<file path="config.mk">
export PLATFORM = sky130hd
export DESIGN_NAME = biquad_iir_filter_unit_flat
export DESIGN_NICKNAME = d
export VERILOG_FILES = /design/src/design/bqf_pkg.sv /design/src/design/bqf_in_if.sv /design/src/design/bqf_out_if.sv /design/src/design/bqf_sequencer.sv /design/src/design/bqf_datapath.sv /design/src/design/biquad_iir_filter_unit.sv /design/src/flat_wrapper.sv
export SDC_FILE = /design/constraint.sdc
export NUM_CORES = 2
export LEC_CHECK = 0
export BUFFER_PORTS_ARGS = -buffer_cell sky130_fd_sc_hd__buf_2
export CORE_ASPECT_RATIO = 0.7
export CORE_MARGIN = 3
export CORE_UTILIZATION = 55
export DETAILED_ROUTE_END_ITERATION = 8
export HOLD_SLACK_MARGIN = 0.03
export PLACE_DENSITY = 0.71
export RECOVER_POWER = 50
export SYNTH_ARGS = -nofsm -noshare
export SYNTH_HDL_FRONTEND = slang
export SYNTH_HIERARCHICAL = 1
export SYNTH_SLANG_ARGS = --single-unit
</file>
<file path="constraint.sdc">
create_clock -name clk -period 11.7 [get_ports clk]
set_clock_uncertainty 0.15 [all_clocks]
set_input_delay 0.585 -clock clk [delete_from_list [all_inputs] [get_ports clk]]
set_output_delay 0.585 -clock clk [all_outputs]
set_load 0.05 [all_outputs]
</file>
<file path="src/design/bqf_pkg.sv">
// Shared types, widths and the microcode program for the biquad filter unit.
// No dependencies; every other design file imports this package.
package bqf_pkg;

	// Field and register widths
	localparam int SAMPLE_W  = 24;
	localparam int COEF_W    = 32;
	localparam int STATE_W   = 40;
	localparam int COEF_FRAC = COEF_W - 4;
	localparam int NUM_COEFS = 5;
	localparam int CFG_IDX_W = 3;

	// The state operand is multiplied in two halves: low part unsigned, high part signed
	localparam int LO_W   = STATE_W / 2;
	localparam int HI_W   = STATE_W - LO_W;
	localparam int MOP_W  = HI_W + 1;
	localparam int PROD_W = COEF_W + MOP_W;
	localparam int ACC_W  = COEF_W + STATE_W + 3;

	localparam int STEP_W = 4;

	typedef logic signed [SAMPLE_W-1:0] sample_t;
	typedef logic signed [COEF_W-1:0]   coef_t;
	typedef logic signed [STATE_W-1:0]  state_t;
	typedef logic signed [MOP_W-1:0]    mop_t;
	typedef logic signed [PROD_W-1:0]   prod_t;
	typedef logic signed [ACC_W-1:0]    acc_t;
	typedef logic [STEP_W-1:0]          step_t;

	// Unity gain in Q3.28
	localparam coef_t COEF_ONE = coef_t'(1) <<< COEF_FRAC;

	// Register indexes of the configuration port
	typedef enum logic [CFG_IDX_W-1:0] {
		CF_FF0,
		CF_FF1,
		CF_FF2,
		CF_FB1,
		CF_FB2
	} coef_idx_t;

	// Multiplier operand source
	typedef enum logic [1:0] {
		OP_D1,
		OP_D2,
		OP_W
	} opnd_t;

	// Sequencer branch condition
	typedef enum logic [1:0] {
		C_NEXT,
		C_WAIT_IN,
		C_WAIT_OUT,
		C_GOTO
	} cond_t;

	// Datapath strobes for one step
	typedef struct packed {
		logic      issue;
		coef_idx_t coef;
		opnd_t     opnd;
		logic      hi;
		logic      load_x;
		logic      fin_w;
		logic      fin_y;
	} dp_ctrl_t;

	// One control word of the program
	typedef struct packed {
		cond_t    cond;
		step_t    target;
		dp_ctrl_t dp;
	} ucode_t;

	// Build a control word
	function automatic ucode_t uw(cond_t c, step_t t, logic is, coef_idx_t cf, opnd_t op,
			logic hi, logic lx, logic fw, logic fy);
		ucode_t u;
		u.cond      = c;
		u.target    = t;
		u.dp.issue  = is;
		u.dp.coef   = cf;
		u.dp.opnd   = op;
		u.dp.hi     = hi;
		u.dp.load_x = lx;
		u.dp.fin_w  = fw;
		u.dp.fin_y  = fy;
		return u;
	endfunction

	// Program: feedback sum into w, then feedforward sum into y.
	// A product issued in one step is accumulated in the next.
	function automatic ucode_t ucode_rom(step_t pc);
		ucode_t u;
		case (pc)
			4'd0:    u = uw(C_WAIT_IN,  '0, 1'b1, CF_FB1, OP_D1, 1'b0, 1'b1, 1'b0, 1'b0);
			4'd1:    u = uw(C_NEXT,     '0, 1'b1, CF_FB1, OP_D1, 1'b1, 1'b0, 1'b0, 1'b0);
			4'd2:    u = uw(C_NEXT,     '0, 1'b1, CF_FB2, OP_D2, 1'b0, 1'b0, 1'b0, 1'b0);
			4'd3:    u = uw(C_NEXT,     '0, 1'b1, CF_FB2, OP_D2, 1'b1, 1'b0, 1'b0, 1'b0);
			4'd4:    u = uw(C_NEXT,     '0, 1'b0, CF_FB2, OP_D2, 1'b0, 1'b0, 1'b0, 1'b0);
			4'd5:    u = uw(C_NEXT,     '0, 1'b1, CF_FF1, OP_D1, 1'b0, 1'b0, 1'b1, 1'b0);
			4'd6:    u = uw(C_NEXT,     '0, 1'b1, CF_FF1, OP_D1, 1'b1, 1'b0, 1'b0, 1'b0);
			4'd7:    u = uw(C_NEXT,     '0, 1'b1, CF_FF2, OP_D2, 1'b0, 1'b0, 1'b0, 1'b0);
			4'd8:    u = uw(C_NEXT,     '0, 1'b1, CF_FF2, OP_D2, 1'b1, 1'b0, 1'b0, 1'b0);
			4'd9:    u = uw(C_NEXT,     '0, 1'b1, CF_FF0, OP_W,  1'b0, 1'b0, 1'b0, 1'b0);
			4'd10:   u = uw(C_NEXT,     '0, 1'b1, CF_FF0, OP_W,  1'b1, 1'b0, 1'b0, 1'b0);
			4'd11:   u = uw(C_NEXT,     '0, 1'b0, CF_FF0, OP_W,  1'b0, 1'b0, 1'b0, 1'b0);
			4'd12:   u = uw(C_WAIT_OUT, '0, 1'b0, CF_FF0, OP_W,  1'b0, 1'b0, 1'b0, 1'b1);
			default: u = uw(C_GOTO,     '0, 1'b0, CF_FF0, OP_D1, 1'b0, 1'b0, 1'b0, 1'b0);
		endcase
		return u;
	endfunction

endpackage

</file>
<file path="src/design/bqf_in_if.sv">
// Input sample channel: valid/ready handshake carrying one sample.
// Depends on bqf_pkg for the sample type.
interface bqf_in_if import bqf_pkg::*; ();
	logic    valid;
	logic    ready;
	sample_t sample_in;

	modport source(output valid, output sample_in, input ready);
	modport sink(input valid, input sample_in, output ready);
endinterface

</file>
<file path="src/design/bqf_out_if.sv">
// Output sample channel: valid/ready handshake carrying one filtered sample.
// Depends on bqf_pkg for the sample type.
interface bqf_out_if import bqf_pkg::*; ();
	logic    valid;
	logic    ready;
	sample_t sample_out;

	modport source(output valid, output sample_out, input ready);
	modport sink(input valid, input sample_out, output ready);
endinterface

</file>
<file path="src/design/bqf_sequencer.sv">
// Step counter and program ROM of the biquad unit; issues datapath strobes.
// Depends on bqf_pkg for the control word format and the program.
module bqf_sequencer import bqf_pkg::*; (
	input  logic     clk,
	input  logic     arst_n,
	input  logic     in_valid,
	input  logic     out_busy,
	output logic     in_ready,
	output dp_ctrl_t ctrl
);

	step_t  pc_q;
	step_t  pc_next;
	ucode_t uword;
	logic   go;

	assign uword = ucode_rom(pc_q);

	// Resolve the branch condition of the current step
	always_comb begin
		go      = 1'b1;
		pc_next = pc_q + step_t'(1);
		case (uword.cond)
			C_NEXT: begin
				go      = 1'b1;
				pc_next = pc_q + step_t'(1);
			end
			C_WAIT_IN: begin
				go      = in_valid;
				pc_next = in_valid ? pc_q + step_t'(1) : pc_q;
			end
			C_WAIT_OUT: begin
				go      = !out_busy;
				pc_next = out_busy ? pc_q : uword.target;
			end
			C_GOTO: begin
				go      = 1'b1;
				pc_next = uword.target;
			end
			default: begin
				go      = 1'b1;
				pc_next = '0;
			end
		endcase
	end

	// Gate the strobes so a stalled step does nothing
	always_comb begin
		ctrl        = uword.dp;
		ctrl.issue  = uword.dp.issue & go;
		ctrl.load_x = uword.dp.load_x & go;
		ctrl.fin_w  = uword.dp.fin_w & go;
		ctrl.fin_y  = uword.dp.fin_y & go;
		in_ready    = (uword.cond == C_WAIT_IN);
	end

	// Advance the step counter
	always_ff @(posedge clk or negedge arst_n) begin
		if (!arst_n) begin
			pc_q <= '0;
		end else begin
			pc_q <= pc_next;
		end
	end

endmodule

</file>
<file path="src/design/bqf_datapath.sv">
// Shared multiplier, accumulator, round/saturate and delay line of the biquad.
// Depends on bqf_pkg; driven by the strobes of bqf_sequencer.
module bqf_datapath import bqf_pkg::*; (
	input  logic     clk,
	input  logic     arst_n,
	input  dp_ctrl_t ctrl,
	input  sample_t  x,
	input  coef_t    coefs [NUM_COEFS],
	input  logic     out_ready,
	output logic     out_valid,
	output sample_t  out_sample,
	output logic     out_busy
);

	state_t  d1_q;
	state_t  d2_q;
	state_t  w_q;
	acc_t    acc_q;
	prod_t   prod_s1;
	logic    acc_en_s1;
	logic    hi_s1;
	logic    out_valid_q;
	sample_t out_q;

	state_t  opnd;
	mop_t    mop;
	coef_t   coef;
	acc_t    addend;
	acc_t    rsum;
	state_t  w_sat;
	sample_t y_sat;
	logic    w_fits;
	logic    y_fits;

	// Pick coefficient and operand half
	always_comb begin
		case (ctrl.opnd)
			OP_D1:   opnd = d1_q;
			OP_D2:   opnd = d2_q;
			OP_W:    opnd = w_q;
			default: opnd = d1_q;
		endcase
		coef = coefs[ctrl.coef];
		if (ctrl.hi) begin
			mop = mop_t'($signed(opnd[STATE_W-1:LO_W]));
		end else begin
			mop = mop_t'({1'b0, opnd[LO_W-1:0]});
		end
	end

	// Multiply stage
	always_ff @(posedge clk) begin
		prod_s1 <= prod_t'(coef) * prod_t'(mop);
		hi_s1   <= ctrl.hi;
	end

	always_ff @(posedge clk or negedge arst_n) begin
		if (!arst_n) begin
			acc_en_s1 <= 1'b0;
		end else begin
			acc_en_s1 <= ctrl.issue;
		end
	end

	// Align the partial product
	assign addend = hi_s1 ? (acc_t'(prod_s1) <<< LO_W) : acc_t'(prod_s1);

	// Accumulate, seed with the input sample, or clear after w is taken
	always_ff @(posedge clk) begin
		if (ctrl.load_x) begin
			acc_q <= acc_t'(x) <<< COEF_FRAC;
		end else if (ctrl.fin_w) begin
			acc_q <= '0;
		end else if (acc_en_s1) begin
			acc_q <= acc_q + addend;
		end
	end

	// Round half up, then saturate to state and sample ranges
	always_comb begin
		rsum   = acc_q + (acc_t'(1) <<< (COEF_FRAC - 1));
		w_fits = (&rsum[ACC_W-1:COEF_FRAC+STATE_W-1]) || !(|rsum[ACC_W-1:COEF_FRAC+STATE_W-1]);
		y_fits = (&rsum[ACC_W-1:COEF_FRAC+SAMPLE_W-1])
			|| !(|rsum[ACC_W-1:COEF_FRAC+SAMPLE_W-1]);
		if (w_fits) begin
			w_sat = rsum[COEF_FRAC+STATE_W-1:COEF_FRAC];
		end else begin
			w_sat = {rsum[ACC_W-1], {(STATE_W-1){!rsum[ACC_W-1]}}};
		end
		if (y_fits) begin
			y_sat = rsum[COEF_FRAC+SAMPLE_W-1:COEF_FRAC];
		end else begin
			y_sat = {rsum[ACC_W-1], {(SAMPLE_W-1){!rsum[ACC_W-1]}}};
		end
	end

	// Hold w for the feedforward pass
	always_ff @(posedge clk) begin
		if (ctrl.fin_w) begin
			w_q <= w_sat;
		end
	end

	// Advance the delay line once the output is formed
	always_ff @(posedge clk or negedge arst_n) begin
		if (!arst_n) begin
			d1_q <= '0;
			d2_q <= '0;
		end else if (ctrl.fin_y) begin
			d2_q <= d1_q;
			d1_q <= w_q;
		end
	end

	// Output register: load on finish, drop on transfer
	always_ff @(posedge clk or negedge arst_n) begin
		if (!arst_n) begin
			out_valid_q <= 1'b0;
		end else if (ctrl.fin_y) begin
			out_valid_q <= 1'b1;
		end else if (out_ready) begin
			out_valid_q <= 1'b0;
		end
	end

	always_ff @(posedge clk) begin
		if (ctrl.fin_y) begin
			out_q <= y_sat;
		end
	end

	assign out_valid  = out_valid_q;
	assign out_sample = out_q;
	assign out_busy   = out_valid_q & !out_ready;

endmodule

</file>
<file path="src/design/biquad_iir_filter_unit.sv">
// Direct form II biquad section: per sample w = x + fb1*d1 + fb2*d2 and
// y = ff0*w + ff1*d1 + ff2*d2, both rounded half up from Q3.28 products,
// w saturated to 40 bits and y to 24 bits. A 13-step microprogram drives one
// shared 32x21 multiplier; each 32x40 product takes two passes. The next sample
// is taken as soon as the previous one is in the output register, and not before.
// The output register holds while the sink stalls; a new sample is still
// accepted and computed up to its final step. Coefficients are written through
// cfg_write/cfg_index/cfg_data; the user must write them only while the filter
// is idle, as the block itself does not enforce this. Indexes beyond the last
// coefficient are ignored. Depends on bqf_pkg, the channel interfaces,
// bqf_sequencer and bqf_datapath.
module biquad_iir_filter_unit import bqf_pkg::*; (
	input  logic                 clk,
	input  logic                 arst_n,
	bqf_in_if.sink               x_ch,
	bqf_out_if.source            y_ch,
	input  logic                 cfg_write,
	input  logic [CFG_IDX_W-1:0] cfg_index,
	input  logic [COEF_W-1:0]    cfg_data
);

	coef_t    coef_q [NUM_COEFS];
	dp_ctrl_t ctrl;
	logic     out_busy;

	// Coefficient registers
	always_ff @(posedge clk or negedge arst_n) begin
		if (!arst_n) begin
			for (int i = 0; i < NUM_COEFS; i++) begin
				coef_q[i] <= '0;
			end
			coef_q[CF_FF0] <= COEF_ONE;
		end else if (cfg_write && (cfg_index < CFG_IDX_W'(NUM_COEFS))) begin
			coef_q[cfg_index] <= cfg_data;
		end
	end

	bqf_sequencer u_seq (
		.clk      (clk),
		.arst_n   (arst_n),
		.in_valid (x_ch.valid),
		.out_busy (out_busy),
		.in_ready (x_ch.ready),
		.ctrl     (ctrl)
	);

	bqf_datapath u_dp (
		.clk        (clk),
		.arst_n     (arst_n),
		.ctrl       (ctrl),
		.x          (x_ch.sample_in),
		.coefs      (coef_q),
		.out_ready  (y_ch.ready),
		.out_valid  (y_ch.valid),
		.out_sample (y_ch.sample_out),
		.out_busy   (out_busy)
	);

endmodule
</file>
<file path="src/flat_wrapper.sv">
// flat-port wrapper written by rule: the top's interface ports become plain ports
module biquad_iir_filter_unit_flat import bqf_pkg::*;
  (clk, arst_n, cfg_write, cfg_index, cfg_data, x_ch_valid, x_ch_sample_in, x_ch_ready, y_ch_valid, y_ch_sample_out, y_ch_ready);
  bqf_in_if x_ch_i ();
  bqf_out_if y_ch_i ();
  input  logic clk;
  input  logic arst_n;
  input  logic cfg_write;
  input  logic [CFG_IDX_W-1:0] cfg_index;
  input  logic [COEF_W-1:0] cfg_data;
  input wire logic [$bits(x_ch_i.valid)-1:0] x_ch_valid;
  input wire logic [$bits(x_ch_i.sample_in)-1:0] x_ch_sample_in;
  output wire logic [$bits(x_ch_i.ready)-1:0] x_ch_ready;
  output wire logic [$bits(y_ch_i.valid)-1:0] y_ch_valid;
  output wire logic [$bits(y_ch_i.sample_out)-1:0] y_ch_sample_out;
  input wire logic [$bits(y_ch_i.ready)-1:0] y_ch_ready;
  assign x_ch_i.valid = x_ch_valid;
  assign x_ch_i.sample_in = x_ch_sample_in;
  assign x_ch_ready = x_ch_i.ready;
  assign y_ch_valid = y_ch_i.valid;
  assign y_ch_sample_out = y_ch_i.sample_out;
  assign y_ch_i.ready = y_ch_ready;
  biquad_iir_filter_unit u_core (.clk(clk), .arst_n(arst_n), .x_ch(x_ch_i), .y_ch(y_ch_i), .cfg_write(cfg_write), .cfg_index(cfg_index), .cfg_data(cfg_data));
endmodule
</file>
Word level (Yosys, flattened, before mapping)
Memories as Yosys holds them, arrays and structs flattened.
Index checks and enable logic that the tools add are counted.
W data, S select, Z words.
- bits in registers: 439
- memory bits (read-only): 192
- bits of input ports: 64
- memories: 1
- memories (memory ; words ; bits a word ; read ports ; clocked after memory_dff ; write ports ; RTL line ; RTL):
    (no name shown) ; 16 ; 12 ; 1 ; 0 ; 0 ; bqf_pkg.sv:95 ; case (pc)
- add/subtract/negate cells: 3
- multipliers: 1
- order comparisons: 4
- equal/unequal tests: 7
- multiplexer cells: 20
- bitwise logic cells: 7
- reduce and logical (&&, ||, !) cells: 19
- operator list (operator ; number):
    $mux W75 ; 3
    $bwmux W160 ; 1
    $bmux W32 S3 ; 1
    $demux W32 S3 ; 1
    $mux W32 ; 3
    $pmux W40 S2 ; 1
    $add A75 B29 Y75 const B ; 1
    $add A75 B73 Y75 ; 1
    $mux W72 ; 1
    $mul A32 B21 Y53 ; 1
    $mux W40 ; 1
    $mux W24 ; 1
    $reduce_and A24 Y1 ; 1
    $reduce_or A24 Y1 ; 1
    $mux W21 ; 1
    $pmux W4 S4 ; 1
    $ge A4 B4 Y1 const B ; 2
    $mux W4 ; 2
    $not A3 Y4 ; 2
    $reduce_and A8 Y1 ; 1
    $reduce_or A8 Y1 ; 1
    $eq A2 B2 Y1 const B ; 3
    $and A1 B1 Y1 ; 5
    $logic_not A1 Y1 ; 5
    other kinds (14) ; 20

Longest topological paths before layout
- depth in word-level cells: 7
- mapped depth: 41

Hierarchy
Netlist, hierarchy kept.
- by module, submodules not included (module ; times used ; cells each ; area each (um2) ; sequential area each (um2)):
    bqf_datapath ; 1 ; 4559 ; 40775.4 ; 7026.7
    biquad_iir_filter_unit ; 1 ; 343 ; 6167.2 ; 4005.1
    bqf_sequencer ; 1 ; 61 ; 521.8 ; 100.1

Worst setup path before layout
OpenSTA, ideal clock, no wires.
- path kind: flip-flop to flip-flop
- start: register u_core.u_seq.pc_q[0]
- end: register u_core.u_dp.prod_s1[51]
- library setup time: 0.131 ns
- data arrival time: 9.084 ns
- required time: 11.419 ns
- setup slack: 2.335 ns
- cell stages (with the launch flop): 39
- cells stage by stage: dfrtp_1 inv_1 ha_1 o211a_4 a21oi_2 inv_1 ha_1 clkbuf_1 buf_1 buf_1 a22oi_1 nor2_1 a21oi_1 nor2_1 a21oi_1 clkbuf_1 nor2_1 fa_1 [... 3 more ...] inv_1 fa_1 fa_1 fa_1 inv_1 fa_1 inv_1 ha_1 a21o_1 a21o_1 a21o_1 a221o_1 a31oi_1 a21boi_1 a31o_2 a211oi_1 o31ai_1 xor2_1
- RTL lines (item ; RTL line ; RTL):
    start: declaration ; bqf_sequencer.sv:12 ; step_t pc_q;
    start signal: assignment ; bqf_sequencer.sv:62 ; pc_q <= pc_next;
    end signal: assignment ; bqf_datapath.sv:53 ; prod_s1 <= prod_t'(coef) * prod_t'(mop);
    end: declaration ; bqf_datapath.sv:19 ; prod_t prod_s1;

==> results.json <==
{
  "synth_seq_area_share_pct": 23.5,
  "setup_viol": 0,
  "end_kind": "register",
  "dpl.hpwl_um": 106000,
  "cpPeakStageDelay_ps": 1020,
  "grt.overflow.total": 0,
  "synth_fp_nets": 5914,
  "nets": 5895,
  "grt_pass1_wl_um": 206000,
  "r2r_slack_ps": 1180,
  "fp.dieW_um": 357,
  "crit_path_frequent_cell": "fa_1",
  "first_global_vias": 35200,
  "rsz0062_at_grt": "no",
  "synth_largest_area_cell": "fa_1",
  "ctsResizeCount": 0,
  "hold_viol_final": 0,
  "clockRootBuffer": "clkbuf_16",
  "routed_wl_um": 133000,
  "synth_flop_cell": "dfrtp_1",
  "hold_class": "input port to register",
  "regArea_um2": 11100,
  "critical_path_class": "register to register",
  "outcome": "finished, violations left",
  "synthArstFlopShare_pct": 56.0,
  "maxCapViolCount": 9,
  "cp-startpoint": "u_core/u_seq/pc_q[0]$_DFFE_PN0P_",
  "cts_buffer_depth": 3,
  "post_cts_buffers": 0,
  "stdcell_count": 6121,
  "drc": 0,
  "violations": "max-capacitance violations, max-slew violations",
  "path_delay_family": "adder cells",
  "synth_top_area_share_pct": 28.2,
  "ant_nets": 0,
  "finalWorstPathRequiredPeriod_ps": 10520,
  "initial_core_util_pct": 55.9,
  "gp_congestion": 0.978,
  "num_io_pins": 90,
  "worst_pin_slew_ps": 5250,
  "rr_startpoint": "u_core/u_seq/pc_q[0]$_DFFE_PN0P_",
  "grt_use_total_pct": 30.0,
  "firstDrtPassIters": 6,
  "die_y_um": 252,
  "cp_max_fo": 34,
  "slew_headroom_pct": -250,
  "ff2ff_path_depth": 35,
  "arrival_ps": 10940,
  "syn_to_final_growth_pct": 6.18,
  "yosysWarnings": 6,
  "hold_slack_ps": 78.4,
  "num_vias": 35500,
  "required_ps": 12120,
  "fin_crit_sh_pct": 89.9,
  "synth_edf_count": 111,
  "setup.worst_path.start_class": "register",
  "crit_end": "u_core/u_dp/prod_s1[51]$_DFF_P_",
  "die_area_um2": 89900,
  "cts_tree": "built",
  "synth_area_leaders": "fa_1, dfrtp_1, edfxtp_1, inv_1, mux2_2",
  "portBuffers": 89,
  "synth-seq-cells": 439,
  "cts_buffers": 47,
  "hold_buffers": 1,
  "layout-drive-gt1-share_pct": 10.9,
  "final_max_slew_viol_count": 421,
  "crit_cells": 35,
  "antenna_found_initial": 6,
  "clock-sinks": 439,
  "timing.rr.end": "u_core/u_dp/prod_s1[51]$_DFF_P_",
  "placementRows": 89,
  "vias_per_cell": 5.81,
  "core-area_um2": 84900,
  "timing.setup.tns_ps": 0,
  "grt_max_degree": 98,
  "placed_cells": 6031,
  "cts.clk_slew.worst_paths_ps": 60,
  "wl_per_cell_um": 21.7,
  "syn_avg_cell_area_um2": 9.56,
  "netlist_area_um2": 47500,
  "drtIter0Drc": 3334,
  "clock_latency_ps": 640,
  "fillers": 7270,
  "multiInputGateArea_um2": 32200,
  "fmax_mhz": 95.0,
  "ys_types": 96,
  "cpMaxStageDelayCell": "ha_1",
  "postSynthCellCount": 4963,
  "htree_levels": 2,
  "path_buf_inv": 8
}
[cells in the mapped netlist (all sizes together) (6+ instances only)]
library cell  count
a211oi           16
a31oi            23
inv             806
buf              44
clkbuf          192
o21bai           28
a21oi           209
o31ai            13
mux2i            32
nor2b            38
ha              218
xnor2            93
nor4             10
o211ai           12
a31o              6
edfxtp          111
nor3             35
nor2            403
mux4             15
nand2b           26
mux2            300
a22oi            21
or3              12
nand3            61
nand2           601
dfrtp           245
xor2             71
dfxtp            82
fa              669
and2             45
and3             29
o21ai           208
o21a             43
nand4            39
a21o             81
a22o             32
and4              7
or2              11
[per-stage QoR]
step                      util, %  area, um^2  setup slack, ps
final                        59.4       50400             1180
after global routing         59.4       50400              472
after CTS                    59.7       50600             1180
after detailed placement     57.8       49000             1240
after global placement       57.8       49000             1450
after floorplan                 -       47500             2340
[layout make-up]
| type | count | area share, % |
|---|---|---|
| multi-input combinational | 3479 | 63.9 |
| sequential | 439 | 22.1 |
| inverter | 809 | 6.04 |
| tap | 1137 | 2.82 |
| clock buffer | 63 | 2.71 |
| timing repair buffer | 168 | 1.95 |
| clock inverter | 24 | 0.464 |
| antenna | 2 | 0.00993 |
[cells by family (layout without fill, tap and decap cells)]
| group | count (synthesis) | in the layout | synth area share, % |
|---|---|---|---|
| AO/OA/AOI/OAI | 744 | 744 | 9.80 |
| XOR/XNOR | 164 | 164 | 3.03 |
| adder cells (fa/ha/maj) | 887 | 887 | 34.0 |
| buffers and inverters | 1045 | 1064 | 8.63 |
| flip-flops | 439 | 439 | 23.5 |
| multiplexers | 347 | 347 | 8.75 |
| other | 0 | 2 | 0 |
| AND/OR/NAND/NOR | 1337 | 1337 | 12.4 |
[cells in the final DEF, fill, tap and decap left out, types with 11 or more instances in the layout]
cell / count
inv_1: 803
fa_1: 669
nand2_1: 599
nor2_1: 399
mux2_2: 251
dfrtp_1: 245
ha_1: 218
a21oi_1: 200
o21ai_0: 147
edfxtp_1: 111
xnor2_1: 93
a21o_1: 81
dfxtp_1: 81
buf_4: 71
xor2_1: 71
buf_2: 62
nand3_1: 61
o21ai_1: 55
clkbuf_16: 48
mux2_1: 48
and2_1: 45
o21a_1: 43
clkbuf_1: 38
nand4_1: 38
nor2b_1: 37
a22o_1: 32
mux2i_1: 32
nor3_1: 31
and3_1: 28
o21bai_1: 28
nand2b_1: 26
a31oi_1: 23
a22oi_1: 21
a211oi_1: 16
mux4_2: 15
o31ai_1: 13
o211ai_1: 12
or3_1: 12
clkbuf_8: 11
[tightest hold or removal path: stages]
cell and delay (ps):
buf_2 70, nand2_1 40, o21ai_0 50
[worst min-delay path by stage]
stage | from | endpoint | slack (ps) | depth (start not counted)
floorplan | arst_n | u_core/coef_q[0]$_DFFE_PN0P_ | 140 | 0
global placement | u_core/u_dp/acc_q[17]$_SDFFE_PP0P_ | u_core/u_dp/acc_q[17]$_SDFFE_PP0P_ | 290 | 2
detailed placement | u_core/u_dp/acc_q[3]$_SDFFE_PP0P_ | u_core/u_dp/acc_q[3]$_SDFFE_PP0P_ | 300 | 2
CTS | x_ch_sample_in[16] | u_core/u_dp/acc_q[44]$_DFFE_PP_ | 50 | 3
global route | cfg_data[9] | u_core/coef_q[105]$_DFFE_PN0P_ | 70 | 2
finish | x_ch_sample_in[15] | u_core/u_dp/acc_q[43]$_DFFE_PP_ | 80 | 3
[layer usage]
layer  routed length (um)  GRT usage (%)  vias to the layer above  part of all wire, %
met1                58800           44.6                    17900                   44
met5                    0              0                        -                    0
met2                53300           40.7                     1568                   40
met3                17500           12.2                      165                   13
li1                     -              -                    15900                    -
met4                 2900           6.93                        0                  2.2
[sequential cells by signal (all words and copies together) (netlist names)]
signal                  flops
u_core/coef_q             160
u_core/u_dp/acc_en_s1       1
u_core/u_dp/acc_q          75
u_core/u_dp/d1_q           40
u_core/u_dp/d2_q           40
u_core/u_dp/hi_s1           1
u_core/u_dp/out_sample     24
u_core/u_dp/out_valid       1
u_core/u_dp/prod_s1        53
u_core/u_dp/w_q            40
u_core/u_seq/pc_q           4
Power is not shown: default switching activity piles up to over one toggle a cycle in this logic, so the estimate is an artifact.
